--- config.mk ---
export PLATFORM = sky130hd
export DESIGN_NAME = rpm_tachometer_averager_core
export DESIGN_NICKNAME = d
export VERILOG_FILES = /design/src/hdl/rta_pkg.sv /design/src/hdl/rpm_tachometer_averager_core.sv
export VERILOG_INCLUDE_DIRS = /design/src /design/src/hdl
export SDC_FILE = /design/constraint.sdc
export NUM_CORES = 2
export LEC_CHECK = 0
export BUFFER_PORTS_ARGS = -buffer_cell sky130_fd_sc_hd__buf_2
export CELL_PAD_IN_SITES_DETAIL_PLACEMENT = 1
export CELL_PAD_IN_SITES_GLOBAL_PLACEMENT = 2
export CORE_ASPECT_RATIO = 0.9
export CORE_MARGIN = 5
export CORE_UTILIZATION = 39
export CTS_CLUSTER_SIZE = 24
export DETAILED_ROUTE_END_ITERATION = 7
export PLACE_DENSITY_LB_ADDON = 0.1
export REMOVE_ABC_BUFFERS = 1
export SYNTH_ARGS = -nofsm -noshare
export SYNTH_HDL_FRONTEND = slang
export SYNTH_SLANG_ARGS = --single-unit
--- constraint.sdc ---
create_clock -name i_clk -period 7.4 [get_ports i_clk]
set_input_delay 2.22 -clock i_clk [delete_from_list [all_inputs] [get_ports i_clk]]
set_output_delay 2.22 -clock i_clk [all_outputs]
set_load 0.01 [all_outputs]
--- src/hdl/rpm_tachometer_averager_core_assert.svh ---
// assertion macros for the tachometer averager core
// expects i_clk and i_rst_n in the scope where a macro is used
`ifndef RPM_TACHOMETER_AVERAGER_CORE_ASSERT_SVH
`define RPM_TACHOMETER_AVERAGER_CORE_ASSERT_SVH

// condition holds at every clock edge out of reset
`define RTA_ASSERT_HOLDS(lbl, cond, msg) \
    lbl: assert property (@(posedge i_clk) disable iff (!i_rst_n) (cond)) else $error(msg);

// same-cycle implication
`define RTA_ASSERT_IMPL(lbl, ante, cons, msg) \
    lbl: assert property (@(posedge i_clk) disable iff (!i_rst_n) (ante) |-> (cons)) \
        else $error(msg);

// next-cycle implication
`define RTA_ASSERT_NEXT(lbl, ante, cons, msg) \
    lbl: assert property (@(posedge i_clk) disable iff (!i_rst_n) (ante) |=> (cons)) \
        else $error(msg);

`endif

--- src/hdl/rta_pkg.sv ---
// constants shared by the tachometer averager core
// no dependencies
package rta_pkg;

    // configuration port
    localparam int CFG_IW = 3;
    localparam int CFG_DW = 27;

    localparam logic [CFG_IW-1:0] REG_MODE     = 3'd0;
    localparam logic [CFG_IW-1:0] REG_PPR      = 3'd1;
    localparam logic [CFG_IW-1:0] REG_DEPTH    = 3'd2;
    localparam logic [CFG_IW-1:0] REG_DEAD     = 3'd3;
    localparam logic [CFG_IW-1:0] REG_CLOCK_HZ = 3'd4;

    localparam logic [1:0] MODE_USEC = 2'd1;
    localparam logic [1:0] MODE_TICK = 2'd2;

    localparam logic OP_POLL   = 1'b0;
    localparam logic OP_SAMPLE = 1'b1;

    // field widths
    localparam int IVL_W  = 32;
    localparam int TIME_W = 32;
    localparam int RPM_W  = 16;
    localparam int PPR_W  = 8;
    localparam int DEP_W  = 5;
    localparam int DEAD_W = 16;

    // divider: dividend up to 60 * (2^27 - 1), divisor up to interval * ppr
    localparam int K_W   = 33;
    localparam int DVS_W = IVL_W + PPR_W;
    localparam int Q_W   = RPM_W + 1;

    localparam logic [K_W-1:0]   K_USEC      = 33'd60000000;
    localparam logic [K_W-1:0]   SEC_PER_MIN = 33'd60;
    localparam logic [RPM_W-1:0] RPM_MAX     = 16'hFFFF;

    typedef logic [RPM_W-1:0] t_rpm;

endpackage

--- src/hdl/rpm_tachometer_averager_core.sv ---
// tachometer averager core: interval to rpm conversion and ring average
// depends on rta_pkg and rpm_tachometer_averager_core_assert.svh
// usage:
//   s_axis carries one word per item: tuser is the opcode (0 poll, 1 sample),
//   tdata holds interval (bits 31:0) and now_ms (bits 63:32).
//   m_axis returns one word per item: tdata is rpm, tuser is timed_out.
//   the cfg channel writes registers 0..4 (mode, pulses per rev, depth,
//   dead time, clock rate); it is ready only while the core is idle.
// sequencing:
//   one item at a time; s_axis_tready is low while an item is in work.
//   a sample runs decode, rpm division, ring write, ring sum and mean division, and
//   the next word can be taken once the result is loaded. one restoring divider (one
//   quotient bit per cycle, 17 steps) is used twice, for the rpm conversion and the
//   mean; the ring is summed one entry per cycle through its single read port. a poll
//   or disabled-mode item goes from decode to output, a timed-out poll via a ring write.
// reset clears the registers to their defaults and marks every ring entry
// empty (reads as zero), so no clearing pass is needed.
// the result sits in an output register; a new item is taken while it
// waits, and that item holds in its last step until m_axis_tready frees it.
`include "rpm_tachometer_averager_core_assert.svh"

module rpm_tachometer_averager_core #(
    parameter int MAX_DEPTH = 16
) (
    input  logic                         i_clk,
    input  logic                         i_rst_n,
    // config write channel
    input  logic                         i_cfg_valid,
    output logic                         o_cfg_ready,
    input  logic [rta_pkg::CFG_IW-1:0]   i_cfg_index,
    input  logic [rta_pkg::CFG_DW-1:0]   i_cfg_data,
    // input stream
    input  logic                         s_axis_tvalid,
    output logic                         s_axis_tready,
    input  logic [63:0]                  s_axis_tdata,   // interval[31:0], now_ms[63:32]
    input  logic                         s_axis_tuser,   // opcode
    // output stream
    output logic                         m_axis_tvalid,
    input  logic                         m_axis_tready,
    output logic [rta_pkg::RPM_W-1:0]    m_axis_tdata,   // rpm[15:0]
    output logic                         m_axis_tuser    // timed_out
);
    import rta_pkg::*;

    localparam int DW    = $clog2(MAX_DEPTH + 1);
    localparam int AW    = (MAX_DEPTH > 1) ? $clog2(MAX_DEPTH) : 1;
    localparam int SW    = RPM_W + DW;
    localparam int REM_W = (K_W > SW) ? K_W : SW;
    localparam int DSR_W = DVS_W + RPM_W;

    localparam logic [2:0] ST_IDLE = 3'd0;
    localparam logic [2:0] ST_DEC  = 3'd1;
    localparam logic [2:0] ST_DIV  = 3'd2;
    localparam logic [2:0] ST_WR   = 3'd3;
    localparam logic [2:0] ST_SUM  = 3'd4;
    localparam logic [2:0] ST_OUT  = 3'd5;

    localparam logic [4:0] LAST_STEP = 5'(Q_W - 1);

    // configuration
    logic [1:0]        r_mode;
    logic [PPR_W-1:0]  r_ppr;
    logic [DEP_W-1:0]  r_depth;
    logic [DEAD_W-1:0] r_dead;
    logic [CFG_DW-1:0] r_clk_hz;

    // block state
    logic [2:0]           r_state;
    logic [AW-1:0]        r_pos;
    logic [TIME_W-1:0]    r_last;
    t_rpm                 r_cur;
    logic [MAX_DEPTH-1:0] r_vld;
    t_rpm                 r_mem [MAX_DEPTH];

    // latched item
    logic              r_op;
    logic [IVL_W-1:0]  r_ivl;
    logic [TIME_W-1:0] r_now;

    // sequencer and shared divider
    logic              r_conv;
    logic              r_to;
    t_rpm              r_wr_val;
    logic [REM_W-1:0]  r_rem;
    logic [DSR_W-1:0]  r_dsr;
    logic [Q_W-1:0]    r_quo;
    logic [4:0]        r_step;
    logic [DW-1:0]     r_cnt;
    logic              r_pend;
    logic [SW-1:0]     r_acc;
    t_rpm              r_rd_data;
    logic              r_rd_vld;

    // output register
    logic              r_m_tvalid;
    t_rpm              r_m_tdata;
    logic              r_m_tuser;

    logic [DW-1:0]     w_depth;
    logic [DW-1:0]     w_pos_ext;
    logic [AW-1:0]     w_wpos;
    logic [DW-1:0]     w_pos_inc;
    logic [AW-1:0]     w_npos;
    logic              w_in_acc;
    logic              w_cfg_wr;
    logic              w_mem_we;
    logic              w_out_load;
    logic              w_enabled;
    logic              w_timeout;
    logic [K_W-1:0]    w_k;
    logic [DVS_W-1:0]  w_prod;
    logic [DSR_W-1:0]  w_rem_ext;
    logic              w_ge;
    logic [DSR_W-1:0]  w_diff;
    logic [REM_W-1:0]  n_rem;
    logic [Q_W-1:0]    n_quo;
    logic [SW-1:0]     n_acc;

    assign s_axis_tready = (r_state == ST_IDLE);
    assign o_cfg_ready   = (r_state == ST_IDLE);
    assign w_in_acc      = s_axis_tvalid && s_axis_tready;
    assign w_cfg_wr      = i_cfg_valid && o_cfg_ready;
    assign w_out_load    = (r_state == ST_OUT) && (!r_m_tvalid || m_axis_tready);

    assign m_axis_tvalid = r_m_tvalid;
    assign m_axis_tdata  = r_m_tdata;
    assign m_axis_tuser  = r_m_tuser;

    // depth clamped to 1..MAX_DEPTH
    always_comb begin
        if (r_depth == '0) begin
            w_depth = DW'(1);
        end else if (32'(r_depth) > 32'(MAX_DEPTH)) begin
            w_depth = DW'(MAX_DEPTH);
        end else begin
            w_depth = DW'(r_depth);
        end
    end

    // ring write position and its successor
    assign w_pos_ext = DW'(r_pos);
    assign w_wpos    = (w_pos_ext >= w_depth) ? '0 : r_pos;
    assign w_pos_inc = DW'(w_wpos) + DW'(1);
    assign w_npos    = (w_pos_inc >= w_depth) ? '0 : w_pos_inc[AW-1:0];
    assign w_mem_we  = (r_state == ST_WR);

    assign w_enabled = (r_mode == MODE_USEC) || (r_mode == MODE_TICK);
    assign w_timeout = (r_now - r_last) > TIME_W'(r_dead);

    assign w_k    = (r_mode == MODE_USEC) ? K_USEC : K_W'(r_clk_hz) * SEC_PER_MIN;
    assign w_prod = DVS_W'(r_ivl) * DVS_W'(r_ppr);

    // one restoring step; a zero divisor sets the top quotient bit and saturates
    assign w_rem_ext = DSR_W'(r_rem);
    assign w_ge      = (w_rem_ext >= r_dsr);
    assign w_diff    = w_rem_ext - r_dsr;
    assign n_rem     = w_ge ? w_diff[REM_W-1:0] : r_rem;
    assign n_quo     = {r_quo[Q_W-2:0], w_ge};

    assign n_acc = r_pend ? (r_acc + SW'(r_rd_vld ? r_rd_data : '0)) : r_acc;

    // ring storage, one write and one registered read port
    always_ff @(posedge i_clk) begin
        if (w_mem_we) begin
            r_mem[w_wpos] <= r_wr_val;
        end
        r_rd_data <= r_mem[r_cnt[AW-1:0]];
        r_rd_vld  <= r_vld[r_cnt[AW-1:0]];
    end

    always_ff @(posedge i_clk) begin
        if (!i_rst_n) begin
            r_mode     <= 2'd0;
            r_ppr      <= PPR_W'(1);
            r_depth    <= DEP_W'(4);
            r_dead     <= DEAD_W'(500);
            r_clk_hz   <= CFG_DW'(16000000);
            r_state    <= ST_IDLE;
            r_pos      <= '0;
            r_last     <= '0;
            r_cur      <= '0;
            r_vld      <= '0;
            r_m_tvalid <= 1'b0;
            r_step     <= '0;
            r_cnt      <= '0;
            r_pend     <= 1'b0;
        end else begin
            if (w_out_load) begin
                r_m_tvalid <= 1'b1;
            end else if (m_axis_tready) begin
                r_m_tvalid <= 1'b0;
            end

            if (w_cfg_wr) begin
                case (i_cfg_index)
                    REG_MODE: begin
                        r_mode <= i_cfg_data[1:0];
                        r_cur  <= '0;
                    end
                    REG_PPR: begin
                        r_ppr <= i_cfg_data[PPR_W-1:0];
                    end
                    REG_DEPTH: begin
                        r_depth <= i_cfg_data[DEP_W-1:0];
                        r_vld   <= '0;
                        r_pos   <= '0;
                    end
                    REG_DEAD: begin
                        r_dead <= i_cfg_data[DEAD_W-1:0];
                    end
                    REG_CLOCK_HZ: begin
                        r_clk_hz <= i_cfg_data;
                    end
                    default: begin
                    end
                endcase
            end

            case (r_state)
                ST_IDLE: begin
                    if (w_in_acc) begin
                        r_op    <= s_axis_tuser;
                        r_ivl   <= s_axis_tdata[IVL_W-1:0];
                        r_now   <= s_axis_tdata[63:IVL_W];
                        r_state <= ST_DEC;
                    end
                end
                ST_DEC: begin
                    if (!w_enabled) begin
                        r_to    <= 1'b0;
                        r_cur   <= '0;
                        r_state <= ST_OUT;
                    end else if (r_op == OP_SAMPLE) begin
                        r_to    <= 1'b0;
                        r_last  <= r_now;
                        r_conv  <= 1'b1;
                        r_rem   <= REM_W'(w_k);
                        r_dsr   <= {w_prod, RPM_W'(0)};
                        r_quo   <= '0;
                        r_step  <= LAST_STEP;
                        r_state <= ST_DIV;
                    end else if (w_timeout) begin
                        r_last   <= r_now;
                        r_conv   <= 1'b0;
                        r_wr_val <= '0;
                        r_cur    <= '0;
                        r_to     <= 1'b1;
                        r_state  <= ST_WR;
                    end else begin
                        r_to    <= 1'b0;
                        r_state <= ST_OUT;
                    end
                end
                ST_DIV: begin
                    r_rem  <= n_rem;
                    r_quo  <= n_quo;
                    r_dsr  <= r_dsr >> 1;
                    r_step <= r_step - 5'd1;
                    if (r_step == '0) begin
                        if (r_conv) begin
                            r_wr_val <= n_quo[Q_W-1] ? RPM_MAX : n_quo[RPM_W-1:0];
                            r_state  <= ST_WR;
                        end else begin
                            r_cur   <= n_quo[RPM_W-1:0];
                            r_state <= ST_OUT;
                        end
                    end
                end
                ST_WR: begin
                    r_vld[w_wpos] <= 1'b1;
                    r_pos         <= w_npos;
                    r_cnt         <= '0;
                    r_pend        <= 1'b0;
                    r_acc         <= '0;
                    r_state       <= r_conv ? ST_SUM : ST_OUT;
                end
                ST_SUM: begin
                    r_acc <= n_acc;
                    if (r_cnt < w_depth) begin
                        r_cnt  <= r_cnt + DW'(1);
                        r_pend <= 1'b1;
                    end else begin
                        r_pend <= 1'b0;
                    end
                    // last read lands this cycle; hand the sum to the divider
                    if (r_cnt == w_depth && r_pend) begin
                        r_conv  <= 1'b0;
                        r_rem   <= REM_W'(n_acc);
                        r_dsr   <= DSR_W'(w_depth) << RPM_W;
                        r_quo   <= '0;
                        r_step  <= LAST_STEP;
                        r_state <= ST_DIV;
                    end
                end
                ST_OUT: begin
                    if (w_out_load) begin
                        r_m_tdata  <= r_cur;
                        r_m_tuser  <= r_to;
                        r_state    <= ST_IDLE;
                    end
                end
                default: begin
                    r_state <= ST_IDLE;
                end
            endcase
        end
    end

    `RTA_ASSERT_NEXT(a_accept_decodes, w_in_acc, r_state == ST_DEC, "accepted word not decoded")
    `RTA_ASSERT_HOLDS(a_pos_in_ring, (r_state != ST_IDLE) || (w_pos_ext < w_depth), "ring position beyond depth")
    `RTA_ASSERT_IMPL(a_sum_bound, r_state == ST_SUM, r_cnt <= w_depth, "ring sum ran past depth")
    `RTA_ASSERT_IMPL(a_timeout_zero, r_m_tvalid && r_m_tuser, r_m_tdata == '0, "timeout with nonzero rpm")

endmodule
==> run_results.csv <==
group,metric,value,unit
status,outcome,"finished clean",
timing,setup_viol_count_final,0,
job,maxCapViolations,0,
routing,detail_route.wl_per_cell,21.81,um
synthesis,synthDominantCellAreaShare,0.3627,
clocking,clkLatencyLatePin,640,ps
setup_path,crit_start,"r_ppr[3]$_SDFFE_PN0P_",
grt,initial_antenna_violation_count,2,
die,boundaryPins,120,
setup_path,critPathCaptureType,"flop",
clocking,cts_max_level,3,
setup_path,r2r-end,"r_dsr[54]$_DFFE_PP_",
final_layout,final_cell_area,44580,um2
setup_path,worst_path_most_repeated_cell,"sky130_fd_sc_hd__fa_1",
routing,post_detailed_route_via_to_cell_ratio,5.351,
final_layout,proportion_of_layout_cells_with_a_drive_suffix_above_1,0.1133,
setup_path,cp.arrival,7170,ps
grt,grt_first_pass_wirelength,173.2,mm
synthesis,yosys-top-cells-area,"sky130_fd_sc_hd__edfxtp_1 (36%), sky130_fd_sc_hd__fa_1 (12%), sky130_fd_sc_hd__dfxtp_1 (7.9%)",
min_path,path_type_of_the_worst_min_delay_path,"reg -> reg",
die,core,101700,um2
power_and_ir_drop,vdd_ir_drop_max,0.1653,mV
clocking,cts.sink_count,640,
final_layout,finalNetCount,4166,
timing,fmax,0.1471,GHz
grt,grt_max_degree,73,
clocking,maximum_buffer_depth_of_the_clock_tree,3,
setup_path,critical_path.slowest_cell,"sky130_fd_sc_hd__dfxtp_1",
final_layout,final.fill_count,10950,
placement,dp_hpwl,80.17,mm
placement,dp_worst_setup_slack,723.1,ps
setup_path,cp_max_fo,33,
setup_path,sequence_of_cells_on_the_critical_path,"nand2_1 > fa_1 > fa_1 > inv_1 > fa_1 > inv_1 > fa_1 > inv_1 > ha_1 > or2_1 > or3_1 > o221ai_1 > o211ai_1 > or4_1 > nand3_1 > a31oi_1 > a31oi_1 > xor2_1 > o21ai_1",
clocking,cts_hold_buf,0,
routing,drc_errors,0,
timing,fin_crit,6798,ps
grt,via_count_of_the_first_global_routing_pass,29590,
clocking,clock-root-buffer,"sky130_fd_sc_hd__clkbuf_16",
power_and_ir_drop,power_density,265.8,nW/um2
die,die_width,347.2,um
setup_path,timing.critical_path.to,"r_dsr[54]$_DFFE_PP_",
grt,track_usage,0.2018,
timing,setup_repair_after_global_routing_missed_its_margin,"false",
final_layout,area.growth.synth_to_final,11.71,%
setup_path,setup.worst_path.class,"reg -> reg",
final_layout,layout.area.seq,17640,um2
clocking,tritoncts,"yes",
timing,timing.final.max_slew_violations,0,
placement,numPortBuffers,119,
synthesis,synth_cells,3512,
grt,grt_overflow_total,0,
timing,final.period_utilization,0.9186,
synthesis,dominantRegCellSynth,"sky130_fd_sc_hd__edfxtp_1",
die,initial_util,0.3925,
routing,route.antenna.remaining_nets,0,
synthesis,synthDominantAreaCellType,"sky130_fd_sc_hd__edfxtp_1",
synthesis,synthesized_area_per_cell,11.36,um2
setup_path,worstRegToRegCells,19,
placement,globalplace.congestion,0.8463,
final_layout,combined_area_of_the_multi_input_logic_cells,20560,um2
synthesis,synth_cell_type_count,86,
die,fp-row-count,111,
synthesis,synth-async-reset-ratio,0,
timing,number_of_hold_violations_in_the_final_report,0,
setup_path,reg2reg_setup_slack,600,ps
clocking,post_cts.resized_instances,0,
power_and_ir_drop,power.leakage,17.55,nW
timing,post_route_setup_slack,602.5,ps
clocking,clk_pin_slew,60,ps
setup_path,regToRegStartpoint,"r_ppr[3]$_SDFFE_PN0P_",
routing,detailedRoute.firstIterationViolations,1613,
setup_path,cp_data_required_time,7770,ps
synthesis,synth-edff-count,482,
setup_path,worst_path_largest_cell_delay,1210,ps
routing,dr.pass1.iters,5,
routing,drt_wl_total,109.9,mm
timing,slew-limit-headroom,0.09844,
synthesis,synth-seq-area-share,0.4420,
synthesis,netlist_area,39900,um2
synthesis,register_bit_count_reported_by_yosys,640,
synthesis,yosysWarnings,0,
timing,worst_slew_pin_slew,1350,ps
clocking,cts_post_setup_buffers_inserted,0,
clocking,number_of_buffers_added_by_the_clock_tree_synthesis_step,74,
setup_path,start_kind,"flop",
placement,post_dp_cell_area,42070,um2
die,die_height,313.5,um
routing,routed-via-count,26970,
timing,clock-skew-final,21.05,ps
die,fp.dieArea,108800,um2
[per-stage QoR]
step / hold WS, ps / total power, W / cells / util / TNS, ps
after floorplan: 400.3 / 0.007034 / 3376 / - / -49950
after global placement: 414.2 / 0.008079 / 4900 / 0.4137 / 0
after detailed placement: 425.8 / 0.008186 / 4901 / 0.4138 / 0
after CTS: 439.8 / 0.01201 / 5038 / 0.4384 / 0
after global routing: 454.5 / 0.01256 / 5038 / 0.4384 / 0
final: 438.2 / 0.01185 / 5039 / 0.4385 / 0
[power by group]
group	total, W	internal, W	switching (W)
registers	0.00461	0.00431	0.000306
clock network	0.00376	0.00218	0.00158
logic	0.00347	0.00139	0.00208
[cell type report]
cell class	instances	area share
antenna	1	0.00005614
clock buffer	95	0.04536
clock inverter	42	0.01072
inverter	319	0.02686
multi-input combinational	2417	0.4612
sequential	640	0.3958
tap	1356	0.03806
timing repair buffer	169	0.02201
[layer usage]
layer | GRT usage | part of all wire | wire (um)
met5 | 0 | 0.00012 | 13
met4 | 0.03974 | 0.017 | 1818
met3 | 0.03092 | 0.041 | 4507
met2 | 0.3197 | 0.45 | 49680
met1 | 0.2971 | 0.49 | 53900
[cells in the final DEF (no fill, tap or decap), drive strengths merged, types with 24 or more instances in the layout]
| master | n |
|---|---|
| nor2 | 189 |
| nand4 | 26 |
| a21boi | 42 |
| o211ai | 24 |
| inv | 324 |
| fa | 234 |
| buf | 169 |
| dfxtp | 158 |
| nor2b | 61 |
| a211oi | 25 |
| and2 | 257 |
| and3 | 29 |
| nand3 | 52 |
| clkbuf | 95 |
| o21a | 25 |
| xor2 | 55 |
| nor3 | 43 |
| mux2i | 63 |
| a21o | 61 |
| edfxtp | 482 |
| xnor2 | 67 |
| o21ai | 110 |
| a21oi | 140 |
| ha | 211 |
| nand2 | 337 |
| clkinv | 25 |
| mux4 | 85 |
[Yosys cell counts, types with 16 or more instances]
library cell	instances
sky130_fd_sc_hd__o21a_1	25
sky130_fd_sc_hd__nor2_1	189
sky130_fd_sc_hd__nand2b_1	23
sky130_fd_sc_hd__buf_1	17
sky130_fd_sc_hd__nand3_1	52
sky130_fd_sc_hd__clkbuf_1	101
sky130_fd_sc_hd__o211ai_1	23
sky130_fd_sc_hd__a21oi_1	137
sky130_fd_sc_hd__nor2b_1	61
sky130_fd_sc_hd__dfxtp_1	158
sky130_fd_sc_hd__a211oi_1	25
sky130_fd_sc_hd__and3_1	29
sky130_fd_sc_hd__nor4_1	16
sky130_fd_sc_hd__or3_1	21
sky130_fd_sc_hd__mux4_2	85
sky130_fd_sc_hd__nand4_1	25
sky130_fd_sc_hd__ha_1	211
sky130_fd_sc_hd__fa_1	234
sky130_fd_sc_hd__and2_1	256
sky130_fd_sc_hd__xor2_1	55
sky130_fd_sc_hd__a21o_1	61
sky130_fd_sc_hd__edfxtp_1	482
sky130_fd_sc_hd__mux2i_1	63
sky130_fd_sc_hd__a31oi_1	20
sky130_fd_sc_hd__a22o_1	19
sky130_fd_sc_hd__a21boi_0	39
sky130_fd_sc_hd__inv_1	319
sky130_fd_sc_hd__o21ai_0	106
sky130_fd_sc_hd__o22ai_1	21
sky130_fd_sc_hd__nor3_1	43
sky130_fd_sc_hd__xnor2_1	67
sky130_fd_sc_hd__nand2_1	337
[sequential cells by signal (all words and copies together), names as in the netlist, 5 cells and up]
register and cells:
r_rem 33, m_axis_tdata 16, r_mem 256, r_acc 21, r_depth 5, r_dsr 56, r_step 5, r_wr_val 16
r_vld 16, r_now 32, r_clk_hz 27, r_cnt 5, r_dead 16, r_ivl 32, r_last 32, r_rd_data 16
r_quo 16, r_ppr 8, r_cur 16
[worst min-delay path by stage]
stage	cells after the start	startpoint	slack (ps)	to
floorplan	0	r_to$_SDFFCE_PP0P_	400	m_axis_tuser$_DFFE_PP_
global placement	0	r_to$_SDFFCE_PP0P_	410	m_axis_tuser$_DFFE_PP_
detailed placement	0	r_to$_SDFFCE_PP0P_	430	m_axis_tuser$_DFFE_PP_
CTS	0	r_to$_SDFFCE_PP0P_	440	m_axis_tuser$_DFFE_PP_
global route	0	r_to$_SDFFCE_PP0P_	450	m_axis_tuser$_DFFE_PP_
finish	0	r_to$_SDFFCE_PP0P_	440	m_axis_tuser$_DFFE_PP_
[cells by family after synthesis]
| logic type | after synthesis | synth area share |
|---|---|---|
| multiplexers | 150 | 0.06434 |
| AND/OR/NAND/NOR | 1101 | 0.1386 |
| adder cells (fa/ha/maj) | 445 | 0.1836 |
| flip-flops | 640 | 0.4420 |
| XOR/XNOR | 122 | 0.02678 |
| AO/OA/AOI/OAI | 599 | 0.1004 |
| buffers and inverters | 455 | 0.04427 |
[critical path, delay by kind of cell (launching register included)]
kind                     cells  cell delay, ps
flip-flops                   1            1210
XOR/XNOR                     1             170
buffers and inverters        3             160
adder cells (fa/ha/maj)      5            2330
AND/OR/NAND/NOR              5            1530
AO/OA/AOI/OAI                5            1080
Note: power is estimated with default switching activity, not from simulation.
